<file path="config.mk">
export PLATFORM = sky130hd
export DESIGN_NAME = ellipse_point_generator
export DESIGN_NICKNAME = d
export VERILOG_FILES = /design/src/sv/ellgen_pkg.sv /design/src/sv/ellgen_mul.sv /design/src/sv/ellgen_seq.sv /design/src/sv/ellipse_point_generator.sv
export SDC_FILE = /design/constraint.sdc
export NUM_CORES = 2
export LEC_CHECK = 0
export BUFFER_PORTS_ARGS = -buffer_cell sky130_fd_sc_hd__clkbuf_2
export CAP_MARGIN = 30
export CORE_MARGIN = 2
export CORE_UTILIZATION = 60
export DETAILED_ROUTE_END_ITERATION = 7
export GPL_TIMING_DRIVEN = 0
export MAX_ROUTING_LAYER = met4
export PLACE_DENSITY = 0.79
export SETUP_SLACK_MARGIN = 0.3
export SYNTH_ARGS = -nofsm -noshare
export SYNTH_HDL_FRONTEND = slang
export SYNTH_SLANG_ARGS = --single-unit
</file>
<file path="constraint.sdc">
create_clock -name clk_i -period 9.4 [get_ports clk_i]
set_input_delay 0 -clock clk_i [delete_from_list [all_inputs] [get_ports clk_i]]
set_output_delay 0 -clock clk_i [all_outputs]
set_load 0.02 [all_outputs]
</file>
<file path="src/sv/ellgen_pkg.sv">
// Shared types and constants for the ellipse point generator.
// Holds the sequencer state encoding and the control and status structs.
// No dependencies.
package ellgen_pkg;

  localparam int unsigned COORD_BITS_DEF = 10;

  // Values of the item kind carried on the input tuser.
  localparam logic KIND_START   = 1'b0;
  localparam logic KIND_ADVANCE = 1'b1;

  typedef enum logic [3:0] {
    S_IDLE,
    S_ST_SA,
    S_ST_SB,
    S_ST_SQ,
    S_ST_SA2,
    S_SR_T,
    S_SR_TT,
    S_SR_CMP,
    S_ST_DEC,
    S_ST_FIN,
    S_ADV_M1,
    S_ADV_M2,
    S_ADV_FIN,
    S_R2_ENT,
    S_R2_EFIN,
    S_OUT
  } state_e;

  // Status from the datapath to the sequencer.
  typedef struct packed {
    logic s_valid;
    logic kind;
    logic busy;
    logic region_two;
    logic x_le_p;
    logic t_le_a;
    logic bit_last;
    logic out_free;
  } status_t;

  // Control from the sequencer to the datapath.
  typedef struct packed {
    state_e state;
    logic   take_item;
    logic   out_load;
  } ctrl_t;

endpackage

</file>
<file path="src/sv/ellgen_mul.sv">
// Shared signed multiplier with a registered product.
// Every multiply of the generator goes through this one unit.
// No dependencies.
module ellgen_mul #(
  parameter int unsigned W = 22
) (
  input  logic                  clk_i,
  input  logic signed [W-1:0]   op_a_i,
  input  logic signed [W-1:0]   op_b_i,
  output logic signed [2*W-1:0] prod_o
);

  logic signed [2*W-1:0] prod_q;
  logic signed [2*W-1:0] prod_d;

  assign prod_d = op_a_i * op_b_i;

  always_ff @(posedge clk_i) begin
    prod_q <= prod_d;
  end

  assign prod_o = prod_q;

endmodule

</file>
<file path="src/sv/ellgen_seq.sv">
// Sequencer of the ellipse point generator.
// Steps the shared multiplier through setup, boundary search and point steps.
// Depends on ellgen_pkg.
module ellgen_seq (
  input  logic                clk_i,
  input  logic                rst_ni,
  input  ellgen_pkg::status_t status_i,
  output ellgen_pkg::ctrl_t   ctrl_o
);
  import ellgen_pkg::*;

  state_e state_q;
  state_e state_d;

  always_ff @(posedge clk_i or negedge rst_ni) begin
    if (!rst_ni) begin
      state_q <= S_IDLE;
    end else begin
      state_q <= state_d;
    end
  end

  always_comb begin
    state_d = state_q;
    case (state_q)
      S_IDLE: begin
        if (status_i.s_valid) begin
          if (status_i.kind == KIND_START) begin
            state_d = S_ST_SA;
          end else if (!status_i.busy) begin
            state_d = S_IDLE;
          end else if (status_i.region_two) begin
            state_d = status_i.x_le_p ? S_IDLE : S_ADV_M1;
          end else begin
            state_d = status_i.x_le_p ? S_ADV_M1 : S_R2_ENT;
          end
        end
      end
      S_ST_SA:   state_d = S_ST_SB;
      S_ST_SB:   state_d = S_ST_SQ;
      S_ST_SQ:   state_d = S_ST_SA2;
      S_ST_SA2:  state_d = S_SR_T;
      S_SR_T: begin
        if (status_i.t_le_a) begin
          state_d = S_SR_TT;
        end else begin
          state_d = status_i.bit_last ? S_ST_DEC : S_SR_T;
        end
      end
      S_SR_TT:   state_d = S_SR_CMP;
      S_SR_CMP:  state_d = status_i.bit_last ? S_ST_DEC : S_SR_T;
      S_ST_DEC:  state_d = S_ST_FIN;
      S_ST_FIN:  state_d = S_OUT;
      S_ADV_M1:  state_d = S_ADV_M2;
      S_ADV_M2:  state_d = S_ADV_FIN;
      S_ADV_FIN: state_d = S_OUT;
      S_R2_ENT:  state_d = S_R2_EFIN;
      S_R2_EFIN: state_d = S_OUT;
      S_OUT:     state_d = status_i.out_free ? S_IDLE : S_OUT;
      default:   state_d = S_IDLE;
    endcase
  end

  always_comb begin
    ctrl_o.state     = state_q;
    ctrl_o.take_item = (state_q == S_IDLE) && status_i.s_valid;
    ctrl_o.out_load  = (state_q == S_OUT) && status_i.out_free;
  end

endmodule

</file>
<file path="src/sv/ellipse_point_generator.sv">
// Top level of the ellipse point generator: stream ports, datapath registers
// and output register. Depends on ellgen_pkg, ellgen_mul and ellgen_seq.
//
//   port group | direction | tdata                        | tuser  | tlast
//   s_axis     | in        | semi_axis_a, semi_axis_b     | kind   | -
//   m_axis     | out       | point_x, point_y             | region | last_point
//
// An advance item runs two multiplies on the single shared multiplier, then the
// update and the output load; the step into region two runs one multiply, and
// an advance that yields no point leaves the sequencer idle. A start item is
// dominated by the boundary search, which visits S_SR_T alone for each bit above
// a and S_SR_T, S_SR_TT and S_SR_CMP for each bit that needs the two multiplies.
// Input is taken only in the idle state; a finished point waits in the output
// register, so a stalled output holds the next item back only once it is full.
// Reset leaves no ellipse active; advances then produce no transfer.
module ellipse_point_generator #(
  parameter int unsigned COORD_BITS = ellgen_pkg::COORD_BITS_DEF,
  localparam int unsigned DATA_W    = ((2 * COORD_BITS + 7) / 8) * 8
) (
  input  logic              clk_i,
  input  logic              rst_ni,
  input  logic              s_axis_tvalid_i,
  output logic              s_axis_tready_o,
  input  logic [DATA_W-1:0] s_axis_tdata_i,  // semi_axis_a, semi_axis_b, zero pad
  input  logic [0:0]        s_axis_tuser_i,  // kind
  output logic              m_axis_tvalid_o,
  input  logic              m_axis_tready_i,
  output logic [DATA_W-1:0] m_axis_tdata_o,  // point_x, point_y, zero pad
  output logic [0:0]        m_axis_tuser_o,  // region
  output logic              m_axis_tlast_o   // last_point
);
  import ellgen_pkg::*;

  localparam int unsigned CB = COORD_BITS;
  localparam int unsigned XW = CB + 2;          // signed coordinate
  localparam int unsigned MW = 2 * CB + 2;      // multiplier operand
  localparam int unsigned DW = 2 * MW;          // decision and product
  localparam int unsigned BW = $clog2(CB);

  status_t status;
  ctrl_t   ctrl;

  // Item and ellipse registers.
  logic [CB-1:0]        a_q, b_q;
  logic [2*CB-1:0]      sa_q, sb_q;
  logic [4*CB-1:0]      sa2_q;
  logic [CB-1:0]        p_q;
  logic [BW-1:0]        bit_q;
  logic signed [XW-1:0] x_q, y_q;
  logic signed [DW-1:0] dec_q;
  logic                 dneg_q;
  logic                 last_q;
  logic                 busy_q, region_two_q;

  logic [CB-1:0]        out_x_q, out_y_q;
  logic                 out_region_q, out_last_q, out_valid_q;

  // Multiplier operands and product.
  logic signed [MW-1:0] op_a, op_b;
  logic signed [DW-1:0] prod;

  logic [2*CB:0]        s_sum;
  logic [CB-1:0]        t_val;
  logic signed [XW:0]   x2p3, y2p3;
  logic signed [XW-1:0] x_dec, y_dec, x_inc, y_inc, x_new2;
  logic signed [XW-1:0] p_s;
  logic signed [DW-1:0] sa_d, sb_d, prod2, prod4;
  logic                 prod_le;
  logic                 last2;

  assign s_sum  = {1'b0, sa_q} + {1'b0, sb_q};
  assign t_val  = p_q | (CB'(1) << bit_q);
  assign x2p3   = {x_q, 1'b0} + (XW + 1)'(3);
  assign y2p3   = {y_q, 1'b0} + (XW + 1)'(3);
  assign x_dec  = x_q - XW'(1);
  assign y_dec  = y_q - XW'(1);
  assign x_inc  = x_q + XW'(1);
  assign y_inc  = y_q + XW'(1);
  assign p_s    = {2'b00, p_q};
  assign x_new2 = dneg_q ? x_q : x_dec;
  assign last2  = x_new2 <= p_s;
  assign sa_d   = DW'(sa_q);
  assign sb_d   = DW'(sb_q);
  assign prod2  = {prod[DW-2:0], 1'b0};
  assign prod4  = {prod[DW-3:0], 2'b00};
  assign prod_le = prod[4*CB:0] <= {1'b0, sa2_q};

  // Clamp a signed coordinate into the output field.
  function automatic logic [CB-1:0] sat_field(input logic signed [XW-1:0] v);
    logic [CB-1:0] r;
    if (v[XW-1]) begin
      r = '0;
    end else if (v[CB]) begin
      r = '1;
    end else begin
      r = v[CB-1:0];
    end
    return r;
  endfunction

  always_comb begin
    op_a = '0;
    op_b = '0;
    case (ctrl.state)
      S_ST_SA: begin
        op_a = MW'(a_q);
        op_b = MW'(a_q);
      end
      S_ST_SB: begin
        op_a = MW'(b_q);
        op_b = MW'(b_q);
      end
      S_ST_SQ: begin
        op_a = MW'(sa_q);
        op_b = MW'(sa_q);
      end
      S_SR_T: begin
        op_a = MW'(t_val);
        op_b = MW'(t_val);
      end
      S_SR_TT: begin
        op_a = MW'(prod[2*CB-1:0]);
        op_b = MW'(s_sum);
      end
      S_ST_DEC: begin
        op_a = MW'(b_q);
        op_b = MW'(sa_q);
      end
      S_R2_ENT: begin
        op_a = MW'(a_q);
        op_b = MW'(sb_q);
      end
      S_ADV_M1: begin
        // Region two steps y and region one steps x, with the squares swapped.
        if (region_two_q) begin
          op_a = MW'(sa_q);
          op_b = MW'(y2p3);
        end else begin
          op_a = MW'(sb_q);
          op_b = MW'(x2p3);
        end
      end
      S_ADV_M2: begin
        if (region_two_q) begin
          op_a = MW'(sb_q);
          op_b = MW'(x_dec);
        end else begin
          op_a = MW'(sa_q);
          op_b = MW'(y_dec);
        end
      end
      default: begin
        op_a = '0;
        op_b = '0;
      end
    endcase
  end

  ellgen_mul #(
    .W (MW)
  ) u_mul (
    .clk_i  (clk_i),
    .op_a_i (op_a),
    .op_b_i (op_b),
    .prod_o (prod)
  );

  always_comb begin
    status.s_valid    = s_axis_tvalid_i;
    status.kind       = s_axis_tuser_i[0];
    status.busy       = busy_q;
    status.region_two = region_two_q;
    status.x_le_p     = x_q <= p_s;
    status.t_le_a     = t_val <= a_q;
    status.bit_last   = bit_q == '0;
    status.out_free   = !out_valid_q || m_axis_tready_i;
  end

  ellgen_seq u_seq (
    .clk_i    (clk_i),
    .rst_ni   (rst_ni),
    .status_i (status),
    .ctrl_o   (ctrl)
  );

  // Control state.
  always_ff @(posedge clk_i or negedge rst_ni) begin
    if (!rst_ni) begin
      busy_q       <= 1'b0;
      region_two_q <= 1'b0;
      out_valid_q  <= 1'b0;
    end else begin
      if (ctrl.take_item) begin
        if (s_axis_tuser_i[0] == KIND_START) begin
          region_two_q <= 1'b0;
        end else if (region_two_q && status.x_le_p) begin
          busy_q <= 1'b0;
        end
      end
      case (ctrl.state)
        S_ST_FIN: busy_q <= 1'b1;
        S_R2_EFIN: begin
          region_two_q <= 1'b1;
          if (a_q <= p_q) begin
            busy_q <= 1'b0;
          end
        end
        S_ADV_FIN: begin
          if (region_two_q && last2) begin
            busy_q <= 1'b0;
          end
        end
        default: ;
      endcase
      if (ctrl.out_load) begin
        out_valid_q <= 1'b1;
      end else if (m_axis_tready_i) begin
        out_valid_q <= 1'b0;
      end
    end
  end

  // Datapath registers.
  always_ff @(posedge clk_i) begin
    if (ctrl.take_item && s_axis_tuser_i[0] == KIND_START) begin
      a_q <= s_axis_tdata_i[CB-1:0];
      b_q <= s_axis_tdata_i[2*CB-1:CB];
    end
    case (ctrl.state)
      S_ST_SB:  sa_q <= prod[2*CB-1:0];
      S_ST_SQ:  sb_q <= prod[2*CB-1:0];
      S_ST_SA2: begin
        sa2_q <= prod[4*CB-1:0];
        p_q   <= '0;
        bit_q <= BW'(CB - 1);
      end
      S_SR_T: begin
        if (!status.t_le_a) begin
          bit_q <= bit_q - BW'(1);
        end
      end
      S_SR_CMP: begin
        if (prod_le) begin
          p_q <= t_val;
        end
        bit_q <= bit_q - BW'(1);
      end
      S_ST_FIN: begin
        dec_q  <= {sb_d[DW-2:0], 1'b0} - prod2 + sa_d;
        x_q    <= '0;
        y_q    <= XW'(b_q);
        last_q <= 1'b0;
      end
      S_R2_EFIN: begin
        dec_q  <= {sa_d[DW-2:0], 1'b0} - prod2 + sb_d;
        x_q    <= XW'(a_q);
        y_q    <= '0;
        last_q <= a_q <= p_q;
      end
      S_ADV_M1: dneg_q <= dec_q[DW-1];
      S_ADV_M2: dec_q  <= dec_q + prod2;
      S_ADV_FIN: begin
        if (!dneg_q) begin
          dec_q <= dec_q - prod4;
        end
        if (region_two_q) begin
          x_q    <= x_new2;
          y_q    <= y_inc;
          last_q <= last2;
        end else begin
          x_q    <= x_inc;
          if (!dneg_q) begin
            y_q <= y_dec;
          end
          last_q <= 1'b0;
        end
      end
      default: ;
    endcase
    if (ctrl.out_load) begin
      out_x_q      <= sat_field(x_q);
      out_y_q      <= sat_field(y_q);
      out_region_q <= region_two_q;
      out_last_q   <= last_q;
    end
  end

  assign s_axis_tready_o   = ctrl.state == S_IDLE;
  assign m_axis_tvalid_o   = out_valid_q;
  assign m_axis_tdata_o    = DATA_W'({out_y_q, out_x_q});
  assign m_axis_tuser_o[0] = out_region_q;
  assign m_axis_tlast_o    = out_last_q;

endmodule

</file>
== After elaboration in Yosys (flattened, before gate mapping) ==
Cells that the tools add are included.
Word-level totals
  bits of input ports: 29
  output and inout port bits: 28
  word-level logic and storage cells: 132
  bits in registers: 256
Operators by class
  order comparisons: 5
  multiply operators: 1
  multiplexer cells: 43
  bitwise logic cells: 2
  add/subtract/negate cells: 14
  equality and inequality tests: 21
  reductions and logical operators: 24
  shift operators: 1
Operator list (count)
  22-bit one-hot mux with 8 select lines: 1
  44-bit one-hot mux with 4 select lines: 1
  20-bit one-hot mux with 7 select lines: 1
  44-bit by 20-bit adder with 44-bit output: 2
  21-bit by 44-bit subtractor with 44-bit output: 2
  12-bit one-hot mux with 3 select lines: 2
  4-bit one-hot mux with 14 select lines: 1
  12-bit two-way mux: 4
  44-bit adder: 1
  22-bit two-way mux: 2
  44-bit two-way mux: 1
  44-bit subtractor: 1
  21-bit by 22-bit multiplier with 43-bit output: 1
  41-bit by 40-bit less-or-equal comparator with 1-bit output: 1
  20-bit two-way mux: 2
  4-bit two-way mux: 9
  4-bit == test (second input constant): 8
  10-bit two-way mux: 3
  13-bit by 2-bit adder with 13-bit output (second input constant): 2
  12-bit by 2-bit adder with 12-bit output (second input constant): 2
  12-bit by 11-bit less-or-equal comparator with 1-bit output: 2
  12-bit by 2-bit subtractor with 12-bit output (second input constant): 2
  20-bit by 20-bit adder with 21-bit output: 1
  10-bit less-or-equal comparator: 2
  other kinds (25): 57

== Depth between registers and ports, before layout ==
  word-level depth: 7
  mapped depth: 39
  depth with buffers taken out: 37

== By module ==
Synthesis repeated with hierarchy kept, for this count alone.
Second synthesis, totals
  cell total of the unflattened synthesis: 4761
  area, all modules: 41822.6 sq um
Modules (own cells, without submodules)
  ellipse_point_generator: instances 1, sequential area each 6231.0 sq um, area each 22367.7 sq um, cells each 2642
  ellgen_mul: instances 1, sequential area each 880.8 sq um, area each 19078.3 sq um, cells each 2074
  ellgen_seq: instances 1, sequential area each 100.1 sq um, area each 376.6 sq um, cells each 45

== Least setup slack after synthesis ==
Ideal clock, no wire load.
  path type: flip-flop to flip-flop
  start point: register u_seq.state_q[1]
  end point: register u_mul.prod_q[41], in the netlist u_mul.prod_o[41]
  slack: -0.588 ns
  arrival time: 9.916 ns
  cell stages (with the launch flop): 35
  clock period less this slack: 9.988 ns
  setup time: 0.072 ns
  required time: 9.328 ns
  path buffers: 4
  path through: dfrtp_1 -> clkbuf_1 -> nand2_1 -> nor3_1 -> or2_2 -> clkbuf_1 -> nand2_1 -> nand3_1 -> clkbuf_1 -> nand2_1 -> fa_1 -> inv_1 -> fa_1 -> inv_1 -> fa_1 -> inv_1 -> fa_1 -> inv_1 -> fa_1 -> inv_1 -> fa_1 -> inv_1 -> fa_1 -> inv_1 -> ha_1 -> clkbuf_1 -> a21o_1 -> a21oi_1 -> o21a_1 -> a21boi_0 -> a2111oi_1 -> o31ai_1 -> a211o_1 -> a21oi_1 -> xnor2_1
Between the ends
  cells in the longest elaborated chain, start to end: 4
  elaborated cells between the ends (all ways): 15
  classes of those cells: mul: 1; eq/ne: 9; mux: 2; reduce/logical: 3
Ends and longest elaborated chain
  start: declaration: line ellgen_seq.sv:12  | state_e state_q;
  start signal: assignment: line ellgen_seq.sv:19  | state_q <= state_d;
  4-bit by 2-bit == test with 1-bit output (tied with other cells): line ellipse_point_generator.sv:104  | case (ctrl.state)
  2-bit OR reduction (no source line)
  22-bit one-hot mux with 8 select lines or 20-bit one-hot mux with 7 select lines (tied branches): line ellipse_point_generator.sv:104
  21-bit by 22-bit multiplier with 43-bit output *: line ellgen_mul.sv:16  | assign prod_d = op_a_i * op_b_i;
  via u_mul.prod_d[41]: line ellgen_mul.sv:14  | logic signed [2*W-1:0] prod_d;
  end signal: assignment: line ellgen_mul.sv:19  | prod_q <= prod_d;
  end: declaration: line ellgen_mul.sv:13  | logic signed [2*W-1:0] prod_q;
Mark *: on every way through the listed nets, which the timed path passes. The rest lies on a longest branch.
A chain may end at the register's enable or synchronous reset.

== Final worst setup path ==
  start point: register u_seq.state_q[2]
  end point: register u_mul.prod_q[41], in the netlist u_mul.prod_o[41]
Same word-level chain as after synthesis.

==> impl_summary.md <==
Clock tree
No sink is reached through more buffers than the 3 on the longest clock path. The number of clock buffers inserted by TritonCTS is 31. Clock tree synthesis selected as its root buffer the cell sky130_fd_sc_hd__clkbuf_16. The clock tree from TritonCTS is done.

The clock-pin slew of the registers on the worst-case setup and hold paths is around 0.06 ns. The clock latency at the later pin of the worst-skew pair is between 0.6 and 0.7 ns. The total number of clock tree sinks is between 200 and 300. The deepest level of the CTS H-tree is 1.

Critical path
The longest individual stage delay on the worst path is slightly above 0.6 ns. The critical path buffer and inverter count is 7. The data arrival time of the worst path is roughly 10 ns. In this run the worst path has a maximum fanout of 10. The cell depth of the worst setup path is 31.

Among the stages of the critical path, the cell type that occurs most often is sky130_fd_sc_hd__fa_1. The worst reg-to-reg setup slack is -0.06 ns. The path depth of the worst reg2reg path is 31. The cell family contributing the most delay on the critical path is adder cells.

The nature of the critical path endpoint is a register. The critical path is of the register to register type. The category of the worst setup path launch point is a register. The slowest stage of the critical path belongs to the cell sky130_fd_sc_hd__fa_1. At the worst endpoint, the required time is 9.95 ns.

Flow run
The max-capacitance violation count is 0.

Power
The share of total power dissipated in sequential elements is between 10% and 20%. Of the total power, the share spent switching nets is 54.83%. The power density over cell area is 338.8 mW/mm². Summed over all cells, the static leakage comes to about 21 nW. Combinational logic is responsible for between 70% and 80% of the overall power. The clock network accounts for about 8.5% of the total power. Internal power comes to 6.759 mW. The reported net switching power is 8.204 mW. VDD sags by at most approximately 0.00037 V.

STA
The minimum clock period after layout is roughly 9.5 ns. Derived from the worst setup path, the maximum achievable clock frequency is about 110 MHz. Clock skew on the completed layout was measured at 0.03790 ns. Setup repair after global routing could not meet its margin everywhere. The worst slew slack as a fraction of its limit is between 20% and 30%. Setup slack on the critical path of the routed design comes to -0.06057 ns.

The slew at the pin closest to its max-slew limit is ~1.1 ns. The number of pins exceeding their max-slew limit in the final report is 0. Setup violations remaining at the end of the flow were counted as 3. The number of hold violations in the final report is 0.

Of the available clock period, the critical path in the final layout requires 100.6%.

Yosys
The sequential element share of the synthesized area is a little under a fifth. Counting distinct cell types in the post-synthesis netlist gives 86. The share of synthesized area spent on multiplexers is 0.8621%. The cell area after synthesis is between 0.03 and 0.04 mm². Synthesis handed over a netlist of approximately 4500 instances. The post-synthesis sequential element count is about 260. The post-synthesis adder-cell area fraction is 36.41%. The number of enable-type register cells in the synthesized netlist is a little over 200. After synthesis, the cell types taking the most area are sky130_fd_sc_hd__fa_1 (25%), sky130_fd_sc_hd__edfxtp_1 (16%), sky130_fd_sc_hd__ha_1 (11%). The share of synthesized cell area in and, or, nand and nor gates is between 10% and 20%. The post-synthesis area per instance is approximately 8.8 µm². Among all cell types in the netlist, the one instantiated most often is sky130_fd_sc_hd__inv_1. The most used flip-flop cell after synthesis is sky130_fd_sc_hd__edfxtp_1.

The post-synthesis share of cell area spent on xor and xnor gates is between 5 and 6%. By area, the combinational part of the netlist is dominated by adder cells. During synthesis, Yosys emitted a total of 0 warnings. The fraction of post-synthesis cell area in the top cell type by area is approximately 25%. After synthesis, the share of flip-flops with an asynchronous set or reset is approximately 2.7%. Of all cell types, the one taking the most synthesized area is sky130_fd_sc_hd__fa_1. The commonest cells after synthesis are sky130_fd_sc_hd__inv_1 (720), sky130_fd_sc_hd__fa_1 (498), sky130_fd_sc_hd__nand2_1 (484), sky130_fd_sc_hd__ha_1 (352), sky130_fd_sc_hd__nor2_1 (318).

The synthesized netlist devotes between 10% and 20% of its cell area to compound gates.

Drt
After detailed routing, the number of vias per cell comes to around 6.3. Once detail routing completed, the nets flagged for antenna violations numbered 0. The total via count after detailed routing is about 35000. Summed over all layers, the routed wires come to roughly 130 mm. In the routed design, unresolved DRC markers number 0. The first-pass iteration count of the detailed router is 6. For this block, the initial DRC count from the detailed router was ~4200. In the final routed layout, each cell accounts on average for approximately 24 µm.

Die
In this run the horizontal extent of the chip is between 200 and 300 µm. During I/O placement, the number of pins put on the boundary was 57. The initial core utilization is around three fifths. After floorplanning, the core was sized to cover ~0.065 mm². The number of placement rows is 94.

The floorplan step set the die height to 260.5 µm. The die area is 0.06786 mm².

Layout
The post-route netlist has 9.490% of its cells at a drive strength greater than 1. The post-layout instance area is roughly 0.044 mm². For this run, the post-layout net count is between 5000 and 6000. From synthesis to final layout, the design area changed by 11.89%.

GRT
The met2 global-route usage is 62.91%. The number of antenna violations at the first check in global routing came to 2. The total congestion overflow is 0. The number of global-route vias before repair is about 35000. The busiest layer in global routing is met2.

The first global-routing pass estimated 204.8 mm of wire. The pin count of the biggest net entering global routing is 30. The met3 demand-to-capacity share in global routing is roughly 7.2%. Global routing used 40.95% of the available tracks. For met1 alone, demand over resource in global routing was just over 50%.

Place
The post-placement worst setup slack is -1.602 ns. After legalization and detailed placement, the total HPWL measured about 110 mm. The standard cell area after detailed placement is 0.04112 mm². The routability congestion estimate is 1.035. Port buffering added 48 buffers.

Run status
The flow ran to the end, but the final reports show violations. The final reports fail on setup timing.

Worst hold path
The worst hold path stage count is 2. The tightest min-delay check is of the primary input to register type.
final timing paths:
| check | end | from |
|---|---|---|
| max reg2reg | u_mul.prod_o[41]$_DFF_P_ | u_seq.state_q[2]$_DFFE_PN0P_ |
| min reg2reg | m_axis_tlast_o$_DFFE_PP_ | last_q$_DFFE_PP_ |
| max in group asynchronous | region_two_q$_DFFE_PN0P_ | rst_ni |
| min in group asynchronous | u_seq.state_q[0]$_DFFE_PN0P_ | rst_ni |
| max | u_mul.prod_o[41]$_DFF_P_ | u_seq.state_q[2]$_DFFE_PN0P_ |
| min | a_q[7]$_DFFE_PP_ | s_axis_tdata_i[7] |
what timing repair did:
action,CTS,global route
endpoints found under the hold margin,36,0
pin swaps,48,48
gates resized for setup,168,130
endpoints found under the setup margin,30,23
buffers inserted,48,30
hold buffers,26,0
state kept, by name (all words and copies together) (netlist names), 4 cells and up:
name and flops:
a_q 10, sb_q 20, bit_q 4, u_seq.state_q 4, dec_q 43, sa_q 20
sa2_q 40, b_q 10, out_y_q 10, y_q 12, u_mul.prod_o 43, x_q 12
p_q 10, out_x_q 10
kinds of logic (layout without fill, tap and decap cells):
| group | Yosys count | after routing |
|---|---|---|
| AO/OA/AOI/OAI | 949 | 949 |
| XOR/XNOR | 243 | 243 |
| adder cells (fa/ha/maj) | 850 | 850 |
| buffers and inverters | 909 | 1140 |
| flip-flops | 255 | 255 |
| multiplexers | 34 | 34 |
| other | 1 | 12 |
| AND/OR/NAND/NOR | 1246 | 1246 |
metal layers:
| layer | wire, µm | vias to the layer above |
|---|---|---|
| met5 | 0 | - |
| met1 | 50660 | 17170 |
| met4 | 10350 | 0 |
| met3 | 12720 | 636 |
| li1 | - | 15490 |
| met2 | 60670 | 2067 |
layout by cell type, fill, tap and decap left out, types with 54 or more instances in the layout:
cell type,netlist,routed
sky130_fd_sc_hd__xor2_1,99,96
sky130_fd_sc_hd__edfxtp_1,205,205
sky130_fd_sc_hd__inv_1,720,700
sky130_fd_sc_hd__a21o_1,122,122
sky130_fd_sc_hd__buf_4,8,86
sky130_fd_sc_hd__nor2_1,318,314
sky130_fd_sc_hd__o21ai_0,169,159
sky130_fd_sc_hd__nand3_1,84,76
sky130_fd_sc_hd__clkbuf_2,0,75
sky130_fd_sc_hd__xnor2_1,144,140
sky130_fd_sc_hd__nand2_1,484,475
sky130_fd_sc_hd__nand2b_1,55,54
sky130_fd_sc_hd__nor2b_1,63,60
sky130_fd_sc_hd__a21oi_1,246,229
sky130_fd_sc_hd__fa_1,498,488
sky130_fd_sc_hd__clkbuf_1,149,114
sky130_fd_sc_hd__ha_1,352,334
worst reg2reg max path, delay by kind of cell (launching register included):
kind,cells,cell delay [ns]
xor+xnor,1,0.14
simple gates,4,0.93
flops,1,0.46
compound gates,11,2.38
fa+ha+maj,8,3.78
buf+inv,7,1.73
cell type report:
class | instances | area (µm²)
clock buffer | 38 | 844.6
buffer | 186 | 969.7
tap | 864 | 1081
inverter | 721 | 2711
fill | 5322 | 21220
antenna | 8 | 20.02
sequential | 255 | 7193
timing repair buffer | 175 | 1400
clock inverter | 20 | 210.2
multi-input combinational | 3326 | 29740
power by group through the flow:
| stage | registers [mW] | logic [mW] | clock network, mW |
|---|---|---|---|
| global placement | 1.97 | 10.1 | 0 |
| global route | 1.96 | 12.7 | 1.32 |
| floorplan | 1.84 | 7.13 | 0 |
| CTS | 1.94 | 11.0 | 1.28 |
| detailed placement | 1.96 | 10.4 | 0 |
| finish | 1.95 | 11.7 | 1.28 |
metrics by stage:
| stage | total power [mW] | hold WS (ns) | instances | util (%) | setup TNS, ns |
|---|---|---|---|---|---|
| 2_1_floorplan | 8.968 | -0.2956 | 4490 | - | 0 |
| 3_3_place_gp | 12.07 | -0.1416 | 5402 | 62.44 | -43.88 |
| 3_5_place_dp | 12.36 | -0.1441 | 5424 | 62.88 | -25.61 |
| 4_1_cts | 14.17 | 0.09141 | 5555 | 66.40 | -0.005932 |
| 5_1_grt | 15.93 | 0.1201 | 5587 | 67.52 | -1.757 |
| 6_report | 14.96 | 0.1152 | 5593 | 67.54 | -0.1132 |
(Power assumes the default switching activity.)
